$ cat src/rtl/core/cop_pkg.sv
`default_nettype none

package cop_pkg;

    localparam int MAX_FRAME_DEF = 4096;
    localparam int MAX_SCALE_DEF = 8;

    localparam int BEAT_ONE    = 256;
    localparam int BEAT_THRESH = 102;
    localparam int HALF_SECOND = 500;

    localparam int CFG_IDX_W  = 3;
    localparam int CFG_DATA_W = 24;

    typedef enum logic [CFG_IDX_W-1:0] {
        CFG_TEXT_RGB,
        CFG_BASE_SCALE,
        CFG_BLINK_COLON,
        CFG_FRAME_WIDTH,
        CFG_FRAME_HEIGHT
    } cfg_idx_t;

    typedef enum logic [1:0] {
        KIND_NONE,
        KIND_SHADOW,
        KIND_TEXT
    } kind_t;

    typedef logic [3:0] glyph_t;

    localparam glyph_t GLYPH_ONE   = 4'd1;
    localparam glyph_t GLYPH_COLON = 4'd10;
    localparam glyph_t GLYPH_BLANK = 4'd15;

    typedef struct packed {
        logic main;
        logic shadow;
    } hit_t;

    localparam logic [4:0] FONT_ROM [0:10][0:6] = '{
        '{5'h0E, 5'h11, 5'h11, 5'h11, 5'h11, 5'h11, 5'h0E},
        '{5'h04, 5'h0C, 5'h04, 5'h04, 5'h04, 5'h04, 5'h0E},
        '{5'h0E, 5'h11, 5'h01, 5'h06, 5'h08, 5'h10, 5'h1F},
        '{5'h0E, 5'h11, 5'h01, 5'h06, 5'h01, 5'h11, 5'h0E},
        '{5'h02, 5'h06, 5'h0A, 5'h12, 5'h1F, 5'h02, 5'h02},
        '{5'h1F, 5'h10, 5'h1E, 5'h01, 5'h01, 5'h11, 5'h0E},
        '{5'h0E, 5'h10, 5'h10, 5'h1E, 5'h11, 5'h11, 5'h0E},
        '{5'h1F, 5'h01, 5'h02, 5'h04, 5'h08, 5'h08, 5'h08},
        '{5'h0E, 5'h11, 5'h11, 5'h0E, 5'h11, 5'h11, 5'h0E},
        '{5'h0E, 5'h11, 5'h11, 5'h0F, 5'h01, 5'h02, 5'h0C},
        '{5'h00, 5'h00, 5'h04, 5'h00, 5'h04, 5'h00, 5'h00}
    };

    function automatic logic [4:0] font_row(glyph_t g, logic [2:0] r);
        logic [4:0] bits;
        bits = 5'd0;
        if (g <= GLYPH_COLON && r <= 3'd6)
        begin
            bits = FONT_ROM[g][r];
        end
        return bits;
    endfunction

endpackage

`default_nettype wire

$ cat src/rtl/core/cop_glyph_hit.sv
`default_nettype none

module cop_glyph_hit
    import cop_pkg::*;
#(
    parameter int SW = 4,
    parameter int LW = 6
)
(
    input  wire glyph_t       glyph,
    input  wire [LW-1:0]      lx,
    input  wire [LW-1:0]      ly,
    input  wire               ly_ok,
    input  wire [SW-1:0]      s,
    output hit_t              hit
);

    logic [LW-1:0] mult [1:7];
    logic [LW-1:0] lxs;
    logic [LW-1:0] lys;
    logic [2:0]    mcol;
    logic [2:0]    mrow;
    logic [2:0]    scol;
    logic [2:0]    srow;
    logic [4:0]    mbits;
    logic [4:0]    sbits;
    logic          m_in;
    logic          s_in;

    always_comb
    begin
        for (int k = 1; k <= 7; k++)
        begin
            mult[k] = LW'(k * int'(s));
        end
        lxs  = lx - LW'(1);
        lys  = ly - LW'(1);
        mcol = 3'd0;
        scol = 3'd0;
        for (int k = 1; k <= 4; k++)
        begin
            mcol = mcol + 3'(lx >= mult[k]);
            scol = scol + 3'(lxs >= mult[k]);
        end
        mrow = 3'd0;
        srow = 3'd0;
        for (int k = 1; k <= 6; k++)
        begin
            mrow = mrow + 3'(ly >= mult[k]);
            srow = srow + 3'(lys >= mult[k]);
        end
        m_in  = ly_ok && (lx < mult[5]) && (ly < mult[7]);
        s_in  = ly_ok && (lx != '0) && (lx <= mult[5]) && (ly != '0) && (ly <= mult[7]);
        mbits = font_row(glyph, mrow);
        sbits = font_row(glyph, srow);
        hit.main   = m_in && mbits[3'd4 - mcol];
        hit.shadow = s_in && sbits[3'd4 - scol];
    end

endmodule

`default_nettype wire

$ cat src/rtl/core/clock_overlay_pixel_generator.sv
// Pipeline: a pixel accepted with start passes the four-stage register
// pipeline (s1, s2, s3, kind/rgb) and gives its result with done high.
// Throughput: one pixel per clock; busy is always low and nothing stalls.
// Reset: rst_n clears the pipeline valid bits at once and loads the register
// reset values; the receiver cannot stall, so each result shows for one cycle.
`default_nettype none

module clock_overlay_pixel_generator
    import cop_pkg::*;
#(
    parameter int MAX_FRAME = MAX_FRAME_DEF,
    parameter int MAX_SCALE = MAX_SCALE_DEF
)
(
    input  wire                  clk,
    input  wire                  rst_n,
    input  wire                  start,
    output logic                 busy,
    input  wire [11:0]           pixel_x,
    input  wire [11:0]           pixel_y,
    input  wire [4:0]            hours,
    input  wire [5:0]            minutes,
    input  wire [9:0]            millis,
    input  wire [8:0]            beat_level,
    input  wire                  wr_en,
    input  wire [CFG_IDX_W-1:0]  wr_index,
    input  wire [CFG_DATA_W-1:0] wr_data,
    output logic                 done,
    output logic [1:0]           pixel_kind,
    output logic [23:0]          pixel_rgb
);

    localparam int SW = $clog2(MAX_SCALE + 2);
    localparam int FW = $clog2(MAX_FRAME + 1);
    localparam int XW = ((FW > 12) ? FW : 12) + 2;
    localparam int LW = $clog2(7 * (MAX_SCALE + 1) + 1);

    typedef struct packed {
        logic [11:0]      px;
        logic [11:0]      py;
        logic [SW-1:0]    s;
        logic [8:0]       beat;
        logic             five;
        logic             inframe;
        glyph_t [4:0]     glyphs;
    } s1_t;

    typedef struct packed {
        logic [XW-1:0]    dx;
        logic [XW-1:0]    dy;
        logic [SW-1:0]    s;
        logic             five;
        logic             inframe;
        glyph_t [4:0]     glyphs;
        logic [2:0][16:0] prod;
    } s2_t;

    typedef struct packed {
        glyph_t           glyph;
        logic [LW-1:0]    lx;
        logic [LW-1:0]    ly;
        logic             ly_ok;
        logic [SW-1:0]    s;
        logic             inframe;
        logic [23:0]      rgb;
    } s3_t;

    logic [23:0] text_rgb_reg;
    logic [3:0]  base_scale_reg;
    logic        blink_colon_reg;
    logic [11:0] frame_width_reg;
    logic [11:0] frame_height_reg;

    logic        v1_reg;
    logic        v2_reg;
    logic        v3_reg;
    logic        done_reg;
    s1_t         s1_reg;
    s1_t         s1_next;
    s2_t         s2_reg;
    s2_t         s2_next;
    s3_t         s3_reg;
    s3_t         s3_next;
    kind_t       kind_reg;
    kind_t       kind_next;
    logic [23:0] rgb_reg;
    logic [23:0] rgb_next;

    logic [XW-1:0] fw_c;
    logic [XW-1:0] fh_c;
    logic [SW-1:0] sc_c;
    logic [4:0]    bs5;
    logic [4:0]    h12;
    logic [4:0]    hu;
    logic [5:0]    mt;
    logic [5:0]    mu;
    logic          htens;

    logic signed [XW-1:0] s_x;
    logic signed [XW-1:0] tw;
    logic signed [XW-1:0] vx;
    logic signed [XW-1:0] vy;
    logic signed [XW-1:0] x0;
    logic signed [XW-1:0] y0;
    logic signed [XW-1:0] dx3;
    logic signed [XW-1:0] dy3;
    logic signed [XW-1:0] s3x;
    logic signed [XW-1:0] six;
    logic signed [XW-1:0] off;
    logic [2:0]           p;
    logic                 band;
    hit_t                 hit;

    always_ff @(posedge clk or negedge rst_n)
    begin
        if (!rst_n)
        begin
            text_rgb_reg     <= 24'hFFFFFF;
            base_scale_reg   <= 4'd1;
            blink_colon_reg  <= 1'b0;
            frame_width_reg  <= 12'd640;
            frame_height_reg <= 12'd480;
        end
        else if (wr_en)
        begin
            unique case (cfg_idx_t'(wr_index))
                CFG_TEXT_RGB:     text_rgb_reg     <= wr_data[23:0];
                CFG_BASE_SCALE:   base_scale_reg   <= wr_data[3:0];
                CFG_BLINK_COLON:  blink_colon_reg  <= wr_data[0];
                CFG_FRAME_WIDTH:  frame_width_reg  <= wr_data[11:0];
                CFG_FRAME_HEIGHT: frame_height_reg <= wr_data[11:0];
                default:          ;
            endcase
        end
    end

    always_comb
    begin
        fw_c = (XW'(frame_width_reg) > XW'(MAX_FRAME)) ? XW'(MAX_FRAME)
                                                        : XW'(frame_width_reg);
        fh_c = (XW'(frame_height_reg) > XW'(MAX_FRAME)) ? XW'(MAX_FRAME)
                                                         : XW'(frame_height_reg);
        bs5 = {1'b0, base_scale_reg};
        if (bs5 == 5'd0)
        begin
            bs5 = 5'd1;
        end
        else if (bs5 > 5'(MAX_SCALE))
        begin
            bs5 = 5'(MAX_SCALE);
        end
        sc_c = SW'(bs5);
    end

    // Stage 1: digit decode, scale, beat clamp and frame test.
    always_comb
    begin
        if (hours >= 5'd24)
        begin
            h12 = hours - 5'd24;
        end
        else if (hours >= 5'd12)
        begin
            h12 = hours - 5'd12;
        end
        else
        begin
            h12 = hours;
        end
        if (h12 == 5'd0)
        begin
            h12 = 5'd12;
        end
        htens = h12 >= 5'd10;
        hu    = htens ? h12 - 5'd10 : h12;
        mt    = 6'd0;
        for (int k = 1; k <= 6; k++)
        begin
            mt = mt + 6'(minutes >= 6'(10 * k));
        end
        mu = minutes - 6'(mt * 6'd10);

        s1_next.px      = pixel_x;
        s1_next.py      = pixel_y;
        s1_next.beat    = (beat_level > 9'(BEAT_ONE)) ? 9'(BEAT_ONE) : beat_level;
        s1_next.s       = sc_c + SW'(beat_level > 9'(BEAT_THRESH));
        s1_next.five    = htens;
        s1_next.inframe = (XW'(pixel_x) < fw_c) && (XW'(pixel_y) < fh_c);
        s1_next.glyphs[0] = htens ? GLYPH_ONE : GLYPH_BLANK;
        s1_next.glyphs[1] = hu[3:0];
        s1_next.glyphs[2] = (!blink_colon_reg || millis < 10'(HALF_SECOND))
                            ? GLYPH_COLON : GLYPH_BLANK;
        s1_next.glyphs[3] = mt[3:0];
        s1_next.glyphs[4] = mu[3:0];
    end

    // Stage 2: centering and offsets from the text origin, blend products.
    always_comb
    begin
        s_x = $signed(XW'(s1_reg.s));
        tw  = s1_reg.five ? XW'(s_x * 29) : XW'(s_x * 23);
        vx  = $signed(fw_c) - tw;
        vy  = $signed(fh_c) - XW'(s_x * 7);
        x0  = (vx + $signed(XW'(vx[XW-1]))) >>> 1;
        y0  = (vy + $signed(XW'(vy[XW-1]))) >>> 1;

        s2_next.dx      = $signed(XW'(s1_reg.px)) - x0;
        s2_next.dy      = $signed(XW'(s1_reg.py)) - y0;
        s2_next.s       = s1_reg.s;
        s2_next.five    = s1_reg.five;
        s2_next.inframe = s1_reg.inframe;
        s2_next.glyphs  = s1_reg.glyphs;
        for (int c = 0; c < 3; c++)
        begin
            s2_next.prod[c] = 17'(s1_reg.beat) * 17'(8'd255 - text_rgb_reg[c*8 +: 8]);
        end
    end

    // Stage 3: glyph slot selection, local dot coordinates and the blended text color.
    always_comb
    begin
        dx3  = $signed(s2_reg.dx);
        dy3  = $signed(s2_reg.dy);
        s3x  = $signed(XW'(s2_reg.s));
        six  = XW'(s3x * 6);
        band = (dx3 >= 0) && (dx3 < XW'(six * 5));
        p    = 3'd0;
        for (int k = 1; k <= 4; k++)
        begin
            p = p + 3'(dx3 >= XW'(six * k));
        end
        off = XW'(six * $signed({1'b0, p}));

        if (!band)
        begin
            s3_next.glyph = GLYPH_BLANK;
        end
        else if (s2_reg.five)
        begin
            s3_next.glyph = s2_reg.glyphs[p];
        end
        else if (p == 3'd4)
        begin
            s3_next.glyph = GLYPH_BLANK;
        end
        else
        begin
            s3_next.glyph = s2_reg.glyphs[p + 3'd1];
        end
        s3_next.lx      = LW'(dx3 - off);
        s3_next.ly      = LW'(dy3);
        s3_next.ly_ok   = (dy3 >= 0) && (dy3 <= XW'(s3x * 7));
        s3_next.s       = s2_reg.s;
        s3_next.inframe = s2_reg.inframe;
        for (int c = 0; c < 3; c++)
        begin
            s3_next.rgb[c*8 +: 8] = text_rgb_reg[c*8 +: 8] + s2_reg.prod[c][15:8];
        end
    end

    cop_glyph_hit #(
        .SW (SW),
        .LW (LW)
    ) u_hit (
        .glyph (s3_reg.glyph),
        .lx    (s3_reg.lx),
        .ly    (s3_reg.ly),
        .ly_ok (s3_reg.ly_ok),
        .s     (s3_reg.s),
        .hit   (hit)
    );

    // Stage 4: main text wins over the shadow.
    always_comb
    begin
        if (s3_reg.inframe && hit.main)
        begin
            kind_next = KIND_TEXT;
            rgb_next  = s3_reg.rgb;
        end
        else if (s3_reg.inframe && hit.shadow)
        begin
            kind_next = KIND_SHADOW;
            rgb_next  = 24'd0;
        end
        else
        begin
            kind_next = KIND_NONE;
            rgb_next  = 24'd0;
        end
    end

    always_ff @(posedge clk or negedge rst_n)
    begin
        if (!rst_n)
        begin
            v1_reg   <= 1'b0;
            v2_reg   <= 1'b0;
            v3_reg   <= 1'b0;
            done_reg <= 1'b0;
        end
        else
        begin
            v1_reg   <= start;
            v2_reg   <= v1_reg;
            v3_reg   <= v2_reg;
            done_reg <= v3_reg;
        end
    end

    always_ff @(posedge clk)
    begin
        s1_reg   <= s1_next;
        s2_reg   <= s2_next;
        s3_reg   <= s3_next;
        kind_reg <= kind_next;
        rgb_reg  <= rgb_next;
    end

    assign busy       = 1'b0;
    assign done       = done_reg;
    assign pixel_kind = kind_reg;
    assign pixel_rgb  = rgb_reg;

endmodule

`default_nettype wire

$ cat config.mk
export PLATFORM = sky130hd
export DESIGN_NAME = clock_overlay_pixel_generator
export DESIGN_NICKNAME = d
export VERILOG_FILES = /design/src/rtl/core/cop_pkg.sv /design/src/rtl/core/cop_glyph_hit.sv /design/src/rtl/core/clock_overlay_pixel_generator.sv
export SDC_FILE = /design/constraint.sdc
export NUM_CORES = 1
export LEC_CHECK = 0
export BUFFER_PORTS_ARGS = -buffer_cell sky130_fd_sc_hd__buf_2
export CELL_PAD_IN_SITES_DETAIL_PLACEMENT = 1
export CELL_PAD_IN_SITES_GLOBAL_PLACEMENT = 1
export CORE_ASPECT_RATIO = 1.75
export CORE_MARGIN = 4
export CORE_UTILIZATION = 40
export DETAILED_ROUTE_END_ITERATION = 12
export HOLD_SLACK_MARGIN = 0.03
export PLACE_DENSITY_LB_ADDON = 0.2
export SKIP_CTS_REPAIR_TIMING = 1
export SLEW_MARGIN = 20
export SYNTH_ARGS = -nofsm -noshare
export SYNTH_HDL_FRONTEND = slang
export SYNTH_SLANG_ARGS = --single-unit
$ cat constraint.sdc
create_clock -name clk -period 6.5 [get_ports clk]
set_clock_uncertainty 0.2 [all_clocks]
set_input_delay 0.325 -clock clk [delete_from_list [all_inputs] [get_ports clk]]
set_output_delay 0.325 -clock clk [all_outputs]
set_load 0.02 [all_outputs]
==> impl_metrics.env <==
export IMPL_synth_most_common_cell="ha_1"
export IMPL_max_cap_viol_count=0
export IMPL_synth_top_area_share_pct=21.1
export IMPL_synth_area_mm2=0.0248
export IMPL_synth_ff_type="dfxtp_1"
export IMPL_tightest_slew_ns=0.922
export IMPL_status="completed"
export IMPL_grt_max_degree=58
export IMPL_cp_top_family="adder cells"
export IMPL_crit_buf_inv=5
export IMPL_ys_ff_latch=252
export IMPL_min_period_ns=6.26
export IMPL_grt_util_met2_pct=45.5
export IMPL_synth_cell_type_count=102
export IMPL_place_detailed_hpwl_um=59700
export IMPL_core_area_mm2=0.0613
export IMPL_ant_nets=0
export IMPL_gp_congestion=0.894
export IMPL_critPathKind="flip-flop to flip-flop"
export IMPL_critPathLaunchType="flip-flop"
export IMPL_grt_pass1_vias=22200
export IMPL_max_stage_delay_ns=0.58
export IMPL_crit_arrival_ns=6.60
export IMPL_largest_register_ffs=52
export IMPL_required_ns=6.84
export IMPL_async_flop_share_pct=22.6
export IMPL_crit_fanout=3
export IMPL_numCtsBuffers=27
export IMPL_final_net_count=3528
export IMPL_io_pins=113
export IMPL_yosys_warnings=0
export IMPL_fp_dieH_um=337
export IMPL_start_util_pct=40.4
export IMPL_grt_usage_pct=22.0
export IMPL_drv_slew=0
export IMPL_min_period_over_period_pct=96.3
export IMPL_hp_start="wr_en"
export IMPL_drt_wl_total_um=73000
export IMPL_avgSynthCellArea_um2=9.34
export IMPL_die_area_mm2=0.0661
export IMPL_post_route_drc_count=0
export IMPL_synth_cells=2651
export IMPL_place_ws_ns=0.0944
export IMPL_routedWlPerCell_um=19.9
export IMPL_crit_cells=26
export IMPL_cpMostUsedCell="ha_1"
export IMPL_htreeDepth=1
export IMPL_clkTransAtPathRegs_ns=0.07
export IMPL_vias=19600
export IMPL_worstHoldPathCells=4
export IMPL_max_freq_mhz=160
export IMPL_r2r_start="s2_reg[73]"
export IMPL_grt_pass1_wl_um=117000
export IMPL_critPathSlowestCell="fa_2"
export IMPL_vias_per_cell=5.35
export IMPL_cts_root_buf="clkbuf_16"
export IMPL_grt_antenna_before_repair=0
export IMPL_clock_latency_ns=0.60
export IMPL_detail_route_first_pass_iterations=4
export IMPL_portBuffers=109
export IMPL_max_slew_margin_rel_pct=38.5
export IMPL_max_clock_path_buffers=3
export IMPL_fin_util_pct=46.3
export IMPL_grtUsageMet3_pct=1.82
export IMPL_crit_path_end_kind="flip-flop"
export IMPL_num_rows=120
export IMPL_dieWidth_um=196
export IMPL_r2r_cells=26
export IMPL_finalSetupViolations=0
export IMPL_ys_seq_area_share_pct=21.7
export IMPL_synth_edf_count=0
export IMPL_drt_iter0_markers=487
export IMPL_synthesis_nets=3323
export IMPL_cts_tree="done"
export IMPL_grt_overflow=0
export IMPL_cts_sinks=252
export IMPL_grt_busiest_layer="met2"
export IMPL_rsz0062_at_grt="yes"
export IMPL_grt_util_met1_pct=21.8
export IMPL_synthTopCellsByCount="417 x ha_1, 349 x inv_1, 195 x dfxtp_1"
export IMPL_syn_to_final_growth_pct=14.6
export IMPL_drive_gt1_share_pct=12.7
export IMPL_crit_start="s2_reg[73]"
export IMPL_hp_class="input pin to flip-flop"
export IMPL_hold_violations=0
export IMPL_setup_slack_ns=0.239
export IMPL_synth_area_leaders="ha_1 21%, dfxtp_1 16%, fa_1 14%"
export IMPL_synth_largest_area_cell="ha_1"
-- metal layers --
| layer | share of wire (%) | vias up | routed length (µm) |
|---|---|---|---|
| met5 | 0 | - | 0 |
| met4 | 4.6 | 0 | 3340 |
| met3 | 1.9 | 163 | 1400 |
| met2 | 58 | 270 | 42300 |
| met1 | 36 | 9871 | 26100 |
| li1 | - | 9334 | - |
-- per-stage QoR --
step / hold WS [ns] / area, µm² / TNS (ns) / std cells
3_5_place_dp: 0.113 / 26500 / 0 / 3548
3_3_place_gp: 0.112 / 26500 / 0 / 3548
4_1_cts: -0.422 / 27600 / 0 / 3597
6_report: 0.0625 / 28400 / 0 / 3670
5_1_grt: 0.0803 / 28400 / -0.115 / 3669
2_1_floorplan: -0.171 / 24800 / 0 / 2651
-- final timing paths --
kind | endpoint | slack, ns
max | s3_reg[41] | 0.24
min | blink_colon_reg | 0.06
max reg2reg | s3_reg[41] | 0.24
min reg2reg | s2_reg[64] | 0.12
max in group asynchronous | frame_width_reg[0] | 5.29
min in group asynchronous | v2_reg | 0.23
-- cell families after synthesis --
| logic type | after synthesis | synth area share (%) |
|---|---|---|
| and+or+nand+nor | 715 | 16.1 |
| adders and majority gates | 591 | 35.0 |
| xor gates and xnor gates | 154 | 5.48 |
| other | 1 | 0.0151 |
| AOI/OAI and AO/OA | 458 | 12.5 |
| buffers and inverters | 421 | 6.60 |
| muxes | 59 | 2.71 |
| DFF | 252 | 21.7 |
-- layout make-up --
class	count	area, µm²
timing repair buffer	244	1780
tap	793	992
antenna	1	2.50
fill	7061	32900
sequential	252	5370
clock buffer	33	769
multi-input combinational	1978	17900
clock inverter	16	275
inverter	353	1330
-- worst register-to-register path: stages, from the launching register on --
cell,delay (ns)
dfxtp_2,0.34
ha_2,0.20
fa_2,0.58
inv_1,0.06
buf_4,0.15
ha_1,0.29
o21a_1,0.11
o21ai_1,0.15
nand2b_1,0.09
maj3_1,0.37
a211oi_2,0.22
o32a_1,0.19
fa_1,0.43
inv_1,0.07
ha_1,0.18
ha_1,0.27
inv_2,0.08
nor2_2,0.05
fa_1,0.45
ha_1,0.22
fa_1,0.48
inv_1,0.04
ha_1,0.31
a21oi_2,0.18
xor2_1,0.19
xnor2_1,0.16
xnor2_1,0.13
-- cells in the final DEF (no fill, tap or decap), types with 7 or more instances in the layout --
| master | instances |
|---|---|
| a211o_1 | 13 |
| a211oi_1 | 14 |
| a21o_1 | 41 |
| a21oi_1 | 101 |
| a31oi_1 | 15 |
| and2_1 | 12 |
| buf_2 | 109 |
| buf_4 | 60 |
| clkbuf_16 | 28 |
| dfrtp_1 | 26 |
| dfstp_2 | 31 |
| dfxtp_1 | 194 |
| dlygate4sd3_1 | 71 |
| fa_1 | 169 |
| ha_1 | 415 |
| inv_1 | 348 |
| mux2_2 | 44 |
| mux2i_1 | 12 |
| nand2_1 | 126 |
| nand2b_1 | 107 |
| nand3_1 | 29 |
| nand4_1 | 18 |
| nor2_1 | 108 |
| nor2b_1 | 176 |
| nor3_1 | 53 |
| nor3b_1 | 7 |
| nor3b_2 | 20 |
| nor4_1 | 8 |
| o211ai_1 | 14 |
| o21a_1 | 36 |
| o21ai_0 | 99 |
| o21ai_1 | 9 |
| o21bai_1 | 13 |
| o22ai_1 | 7 |
| o31ai_1 | 7 |
| or3_1 | 8 |
| xnor2_1 | 111 |
| xor2_1 | 40 |
Power is left out: the tool's default activity adds up to more than one toggle a clock period on the data nets, which glitch-free logic cannot reach.
